File: config.mk
export PLATFORM = sky130hd
export DESIGN_NAME = ccse_job_queue
export DESIGN_NICKNAME = d
export VERILOG_FILES = /design/src/sv/ccse_pkg.sv /design/src/sv/ccse_job_queue.sv
export SDC_FILE = /design/constraint.sdc
export NUM_CORES = 1
export LEC_CHECK = 0
export ABC_AREA = 1
export BUFFER_PORTS_ARGS = -buffer_cell sky130_fd_sc_hd__buf_2
export CAP_MARGIN = 15
export CELL_PAD_IN_SITES_DETAIL_PLACEMENT = 1
export CELL_PAD_IN_SITES_GLOBAL_PLACEMENT = 2
export CORE_UTILIZATION = 41
export DETAILED_ROUTE_END_ITERATION = 10
export PLACE_DENSITY = 0.84
export SLEW_MARGIN = 20
export SYNTH_ARGS = -nofsm -noshare
export SYNTH_HDL_FRONTEND = slang
export SYNTH_SLANG_ARGS = --single-unit
export TNS_END_PERCENT = 100
File: constraint.sdc
create_clock -name clock -period 14.95 [get_ports clock]
set_input_delay 2.99 -clock clock [delete_from_list [all_inputs] [get_ports clock]]
set_output_delay 2.99 -clock clock [all_outputs]
set_load 0.02 [all_outputs]
File: src/sv/ccse_pkg.sv
// shared types, constants and register map of the cel shade edge filter
`default_nettype none
package ccse_pkg;

   // parameter defaults
   localparam int MAX_WIDTH_DEF  = 1024;
   localparam int MAX_HEIGHT_DEF = 1024;

   // operation codes of an input beat
   localparam logic OP_PIXEL = 1'b0;
   localparam logic OP_DRAIN = 1'b1;

   // luma weights in q16 and the reciprocal of 255 in q32
   localparam logic [23:0] WT_RED     = 24'd19595;
   localparam logic [23:0] WT_GREEN   = 24'd38470;
   localparam logic [23:0] WT_BLUE    = 24'd7471;
   localparam logic [23:0] LUMA_ROUND = 24'd127;
   localparam logic [49:0] LUMA_RECIP = 50'd16843010;
   localparam int          LUMA_W     = 17;
   localparam logic [LUMA_W-1:0] DARK_LUMA = 17'd6;

   // arithmetic unit widths
   localparam int DIV_W  = 40;
   localparam int DIV_CW = $clog2(DIV_W);
   localparam int SQ_W   = 39;
   localparam int MAG_W  = 20;
   localparam int GRAD_W = 21;

   localparam int JOBQ_DEPTH = 4;

   // register map
   typedef enum logic [2:0] {
      REG_IMAGE_WIDTH,
      REG_IMAGE_HEIGHT,
      REG_TONE_BANDS,
      REG_POSTERIZE_LEVELS,
      REG_EDGE_LOW,
      REG_EDGE_SPAN,
      REG_LINE_COLOR
   } reg_index_type;

   localparam logic [10:0] RST_IMAGE_WIDTH      = 11'd1024;
   localparam logic [10:0] RST_IMAGE_HEIGHT     = 11'd1024;
   localparam logic [4:0]  RST_TONE_BANDS       = 5'd4;
   localparam logic [4:0]  RST_POSTERIZE_LEVELS = 5'd6;
   localparam logic [18:0] RST_EDGE_LOW         = 19'd22938;
   localparam logic [18:0] RST_EDGE_SPAN        = 19'd5243;
   localparam logic [23:0] RST_LINE_COLOR       = 24'd854548;

   // shading settings handed to the back part
   typedef struct packed {
      logic [4:0]  tone_bands;
      logic [4:0]  posterize_levels;
      logic [18:0] edge_low;
      logic [18:0] edge_span;
      logic [23:0] line_color;
   } cfg_type;

   // one shading job: centre pixel and the lumas of its neighbourhood
   typedef struct packed {
      logic [31:0]       px;
      logic [LUMA_W-1:0] yc;
      logic [LUMA_W-1:0] y_lt;
      logic [LUMA_W-1:0] y_lm;
      logic [LUMA_W-1:0] y_lb;
      logic [LUMA_W-1:0] y_ct;
      logic [LUMA_W-1:0] y_cb;
      logic [LUMA_W-1:0] y_rt;
      logic [LUMA_W-1:0] y_rm;
      logic [LUMA_W-1:0] y_rb;
      logic              last;
   } job_type;

   typedef enum logic [2:0] {
      F_IDLE,
      F_SUM,
      F_LUMA,
      F_SHIFT,
      F_EMIT
   } front_state_type;

   typedef enum logic [3:0] {
      B_IDLE,
      B_GRAD,
      B_SQR,
      B_ADD,
      B_SQRT,
      B_EDGE,
      B_TDIV,
      B_MUL1,
      B_MUL2,
      B_QDIV,
      B_BL1,
      B_BL2,
      B_ODIV,
      B_OUT
   } back_state_type;

endpackage
`default_nettype wire

File: src/sv/ccse_job_queue.sv
// short job queue between the front and back parts
`default_nettype none
module ccse_job_queue import ccse_pkg::*; (
   input  wire logic    clock,
   input  wire logic    reset,
   input  wire logic    push,
   input  job_type      push_data,
   output logic         full,
   input  wire logic    pop,
   output job_type      pop_data,
   output logic         empty
);

   localparam int PW = $clog2(JOBQ_DEPTH);

   job_type       slot_ff [JOBQ_DEPTH];
   logic [PW-1:0] wr_ff, rd_ff;
   logic [PW:0]   cnt_ff;
   logic          do_push, do_pop;

   assign full     = (cnt_ff == (PW+1)'(JOBQ_DEPTH));
   assign empty    = (cnt_ff == '0);
   assign do_push  = push && !full;
   assign do_pop   = pop && !empty;
   assign pop_data = slot_ff[rd_ff];

   always_ff @(posedge clock) begin
      if (reset) begin
         wr_ff  <= '0;
         rd_ff  <= '0;
         cnt_ff <= '0;
      end else begin
         if (do_push) wr_ff <= wr_ff + PW'(1);
         if (do_pop) rd_ff <= rd_ff + PW'(1);
         cnt_ff <= cnt_ff + (PW+1)'(do_push) - (PW+1)'(do_pop);
      end
   end

   always_ff @(posedge clock) begin
      if (do_push) slot_ff[wr_ff] <= push_data;
   end

endmodule
`default_nettype wire

# Word-level counts from Yosys, hierarchy flattened
# Memory sizes are Yosys's and may differ from the RTL's. A register that Yosys moved wholly into a read port is not among the register bits.
# Cells that the tools add are included.
word_totals:
  ff_bits: 7
  ramBits: 744
  in_bits: 190
  output_inout_bits: 188
  n_memories: 1
memory_table:
  columns: ["memory", "words", "word_bits", "rd", "rd_clocked_by_memory_dff", "wr", "line_no", "source"]
  rows:
  - ["slot_ff", 4, 186, 1, 1, 1, "ccse_job_queue.sv:16", "job_type slot_ff [JOBQ_DEPTH];"]
classes:
  add_sub_neg: 4
  n_eq_ne: 1
  mux: 4
  reduce_logical: 5
ops:
  columns: ["op", "n"]
  rows:
  - ["adder 2 x 1 -> 2 bit, second input constant", 2]
  - ["two-way mux 2 bit", 2]
  - ["adder 3 x 1 -> 3 bit", 1]
  - ["== test 3 bit, second input constant", 1]
  - ["zero test 3 bit", 1]
  - ["subtractor 3 x 1 -> 3 bit", 1]
  - ["logical AND 1 bit", 2]
  - ["zero test 1 bit", 2]
  - ["two-way mux 1 bit", 2]

# Depth between registers and ports, before layout
depth:
  word_depth: 5
  depth_mapped: 11

# Least setup slack after synthesis
# OpenSTA, ideal clock, no wires.
synth_path:
  kind: "input port to flip-flop"
  from: "in push"
  to: "mem slot_ff[0][0] in the netlist's numbering (enable)"
  t_arrival_ps: 10821
  required_ps: 14215
  slack_ps: 3394
  stages: 2
  path_buffers: 0
  path_cell_list: "nand2_1 nor2_1"
synth_via:
  elab_chain_len: 3
synth_rtl:
  columns: ["element", "line_no", "source"]
  rows:
  - ["start, declared", "ccse_job_queue.sv:6", "input wire logic push,"]
  - ["logical AND 1 bit", "ccse_job_queue.sv:23", "assign do_push = push && !full;"]
  - ["two-way mux 1 bit", "ccse_job_queue.sv:40", "if (do_push) slot_ff[wr_ff] <= push_data;"]
  - ["two-way mux 1 bit (not written as such)", "ccse_job_queue.sv:40", null]
  - ["end, declared", "ccse_job_queue.sv:16", null]
# Every way passes these cells.

==> key figures <==
Synthesis
  • #FFs+latches synth: between 700 and 800
  • Synth Area in Compound Gates: 0.109
  • Xor/xnor share of the synthesized area: 0
  • Adder-cell share of the synthesized area: 0.00341
  • Post-Syn Instances: 1867
  • Synth Area in Simple Gates: 0.0543
  • Seq/Total Area, Yosys: 0.808
  • Main combinational cell family by area after synthesis: compound AO/OA/AOI/OAI gates
  • Netlist cell types: 18
  • Mux contribution to synthesized area: 0
  • Syn. warnings: 0
  • Mean area per synthesized cell: about 15 um^2
  • Mapped Area: approximately 28000 um^2
  • Syn Nets: 2064

Detailed routing
  • Initial drt markers: 1163
  • Pre-Repair DR Iteration Count: 4
  • Vias per std cell: 5.38
  • Routed via count: between 15000 and 20000
  • ANT nets after route: 0
  • Wire length per cell: 22.6 um
  • Final WL: 71.5 mm
  • Residual DRC: 0

Clock network
  • TritonCTS clock tree: yes
  • Post-CTS Setup Repair Bufs: 0
  • Total CTS buffers: 78
  • CTS sink cnt: 753
  • H-tree depth: 3
  • Max clock buf depth: 3
  • Post-CTS resize count: 0
  • Clk_lat worst skew: around 0.60 ns
  • Post-CTS Hold Buffers: 0
  • Clk slew on worst S/H paths: 0.06 ns
  • Clk root buf: clkbuf_16

Cells and area
  • Final nets: 2423
  • Share of post-route cells with drive strength above 1: 0.224
  • Area delta synth->final: 18.0%
  • Fillers: 6693

Power
  • Clock Power Share: 0.309
  • Leak: 11.4 nW
  • Pwr Total: around 5.9 mW
  • Sw Ratio: 0.323
  • Power density over the cells: 178 nW/um^2
  • Comb pwr share: 0.242
  • Max VDD drop: 0.109 mV
  • NetSw: around 1.9 mW
  • Power share of the sequential group: 0.449
  • Cell-internal power: 3.97 mW

Min path
  • Worst hold path class: flip-flop to flip-flop

Timing
  • TNS Setup: 0 ns
  • Tmin final: 7.03 ns
  • Final Max Tran Viols: 0
  • Clock skew: 0.0210 ns
  • Count of final setup violators: 0
  • Final Worst Setup Slack: 7.92 ns
  • Pin slew with the least headroom to its limit: 1.02 ns
  • RSZ-0062 raised after global routing: no
  • FMAX: 0.142 GHz
  • Slew HR: 0.318
  • Tcrit/Tclk final: 0.470
  • Final hold violation count: 0

Global routing
  • GRT overflow: 0
  • Largest net degree at the start of global routing: 217
  • Vias in the first global route: 18500
  • First-pass GRT wire length: about 110 mm
  • GRT Util Overall: 0.203
  • Initial antenna violation count: 24

Critical path
  • CP max FO: about 220
  • Kind of critical path: flip-flop to output pin
  • Worst setup SP type: flip-flop
  • Critical Path AT: 4.04 ns
  • Crit path required time: 11.96 ns
  • CP endpoint kind: output pin

Floorplan
  • I/O pin cnt: approximately 380
  • FP Rows: 95
  • Starting density of the core: 0.415
  • Die area: a little under 70000 um^2
  • Core Region: 67200 um^2
  • Die Ht: roughly 260 um
  • Width of the die: between 200 and 300 um

Placed design
  • GP Congestion: 0.754
  • HPWL after detailed placement: 41.5 mm
  • IO buf count: 377
  • Worst slack, placed: 8.42 ns

Status
  • Outcome: finished, final reports clean

Run
  • Max capacitance violation total: 0
## power groups by stage
stage	sequential (mW)	combinational, mW	clock (mW)
after floorplan	2.72	0.899	0
after global placement	2.66	1.39	0
after detailed placement	2.68	1.43	0
after CTS	2.64	1.44	1.86
after global routing	2.65	1.53	1.92
final	2.64	1.42	1.81
## kinds of logic after synthesis
logic type,count (synthesis)
flops,753
compound gates,563
simple gates,402
buf+inv,142
fa+ha+maj,7
## state kept, by name, indices dropped and copies added, names as in the netlist, named ones only
name,flops
cnt_ff,3
wr_ff,2
slot_ff,744
rd_ff,2
## synthesized netlist by cell type, drive strengths merged
library cell,n,area [um^2]
edfxtp,744,22300
nand2,12,45.0
fa,1,20.0
nand3,4,20.0
o22ai,186,1160
buf,49,335
nor2,386,1450
o21ai,372,1860
ha,6,75.1
dfxtp,9,180
a21oi,5,25.0
clkbuf,73,274
inv,20,77.6
## area by class of cell
class	count	area, um^2	share of cell area
repair buffers	401	2070	0.0629
diodes	12	30.0	0.000913
multi-input cells	972	4690	0.143
well taps	873	1090	0.0332
clock inverters	36	274	0.00833
clock buffers	100	2110	0.0641
inverters	20	90.1	0.00274
flip-flops and latches	753	22500	0.685
## per-layer routing
layer  vias up  part of all wire  track usage
met4        28             0.023       0.0680
met1      8677              0.40        0.236
met2       420              0.51        0.357
met5         -            0.0025            0
met3       127             0.068       0.0637
li1       7795                 -            -
## per-stage QoR
stage	instances	hold slack [ns]	instance area [um^2]	util
6_report	3167	0.493	32900	0.490
3_5_place_dp	3019	0.478	30500	0.454
2_1_floorplan	1867	0.448	27900	-
3_3_place_gp	3019	0.465	30500	0.454
4_1_cts	3155	0.494	32800	0.489
5_1_grt	3164	0.530	32900	0.489
## placed cells by master (no fill, tap or decap)
cell	instances
a21oi_1	5
buf_2	377
buf_4	24
bufinv_16	2
clkbuf_1	17
clkbuf_16	80
clkbuf_8	3
clkinv_1	17
clkinv_2	10
clkinv_8	2
clkinvlp_4	2
dfxtp_1	7
dfxtp_4	2
diode_2	12
edfxtp_1	744
fa_1	1
ha_1	6
inv_1	18
inv_16	3
inv_4	1
inv_6	1
nand2_1	12
nand3_1	4
nor2_1	382
nor2_4	4
o21ai_0	351
o21ai_1	21
o22ai_1	186
## critical path, stage by stage, from the launching register on
cell	delay, ns
dfxtp_4	0.49
clkinv_8	0.58
buf_4	0.87
buf_4	0.67
o21ai_0	0.21
o22ai_1	0.22
buf_2	0.23
## final timing paths
check / depth (start not counted) / from / endpoint / slack [ns]
max: 6 / flip-flop / pop_data[59] / 7.92
min: 2 / rd_ff[0]$_SDFFE_PP0P_ / flip-flop / 0.49
max reg2reg: 6 / cnt_ff[1]$_SDFF_PP0_ / slot_ff[1][132]$_DFFE_PP_ / 11.27
min reg2reg: 2 / rd_ff[0]$_SDFFE_PP0P_ / flip-flop / 0.49
Note: power is estimated with default switching activity, not from simulation.
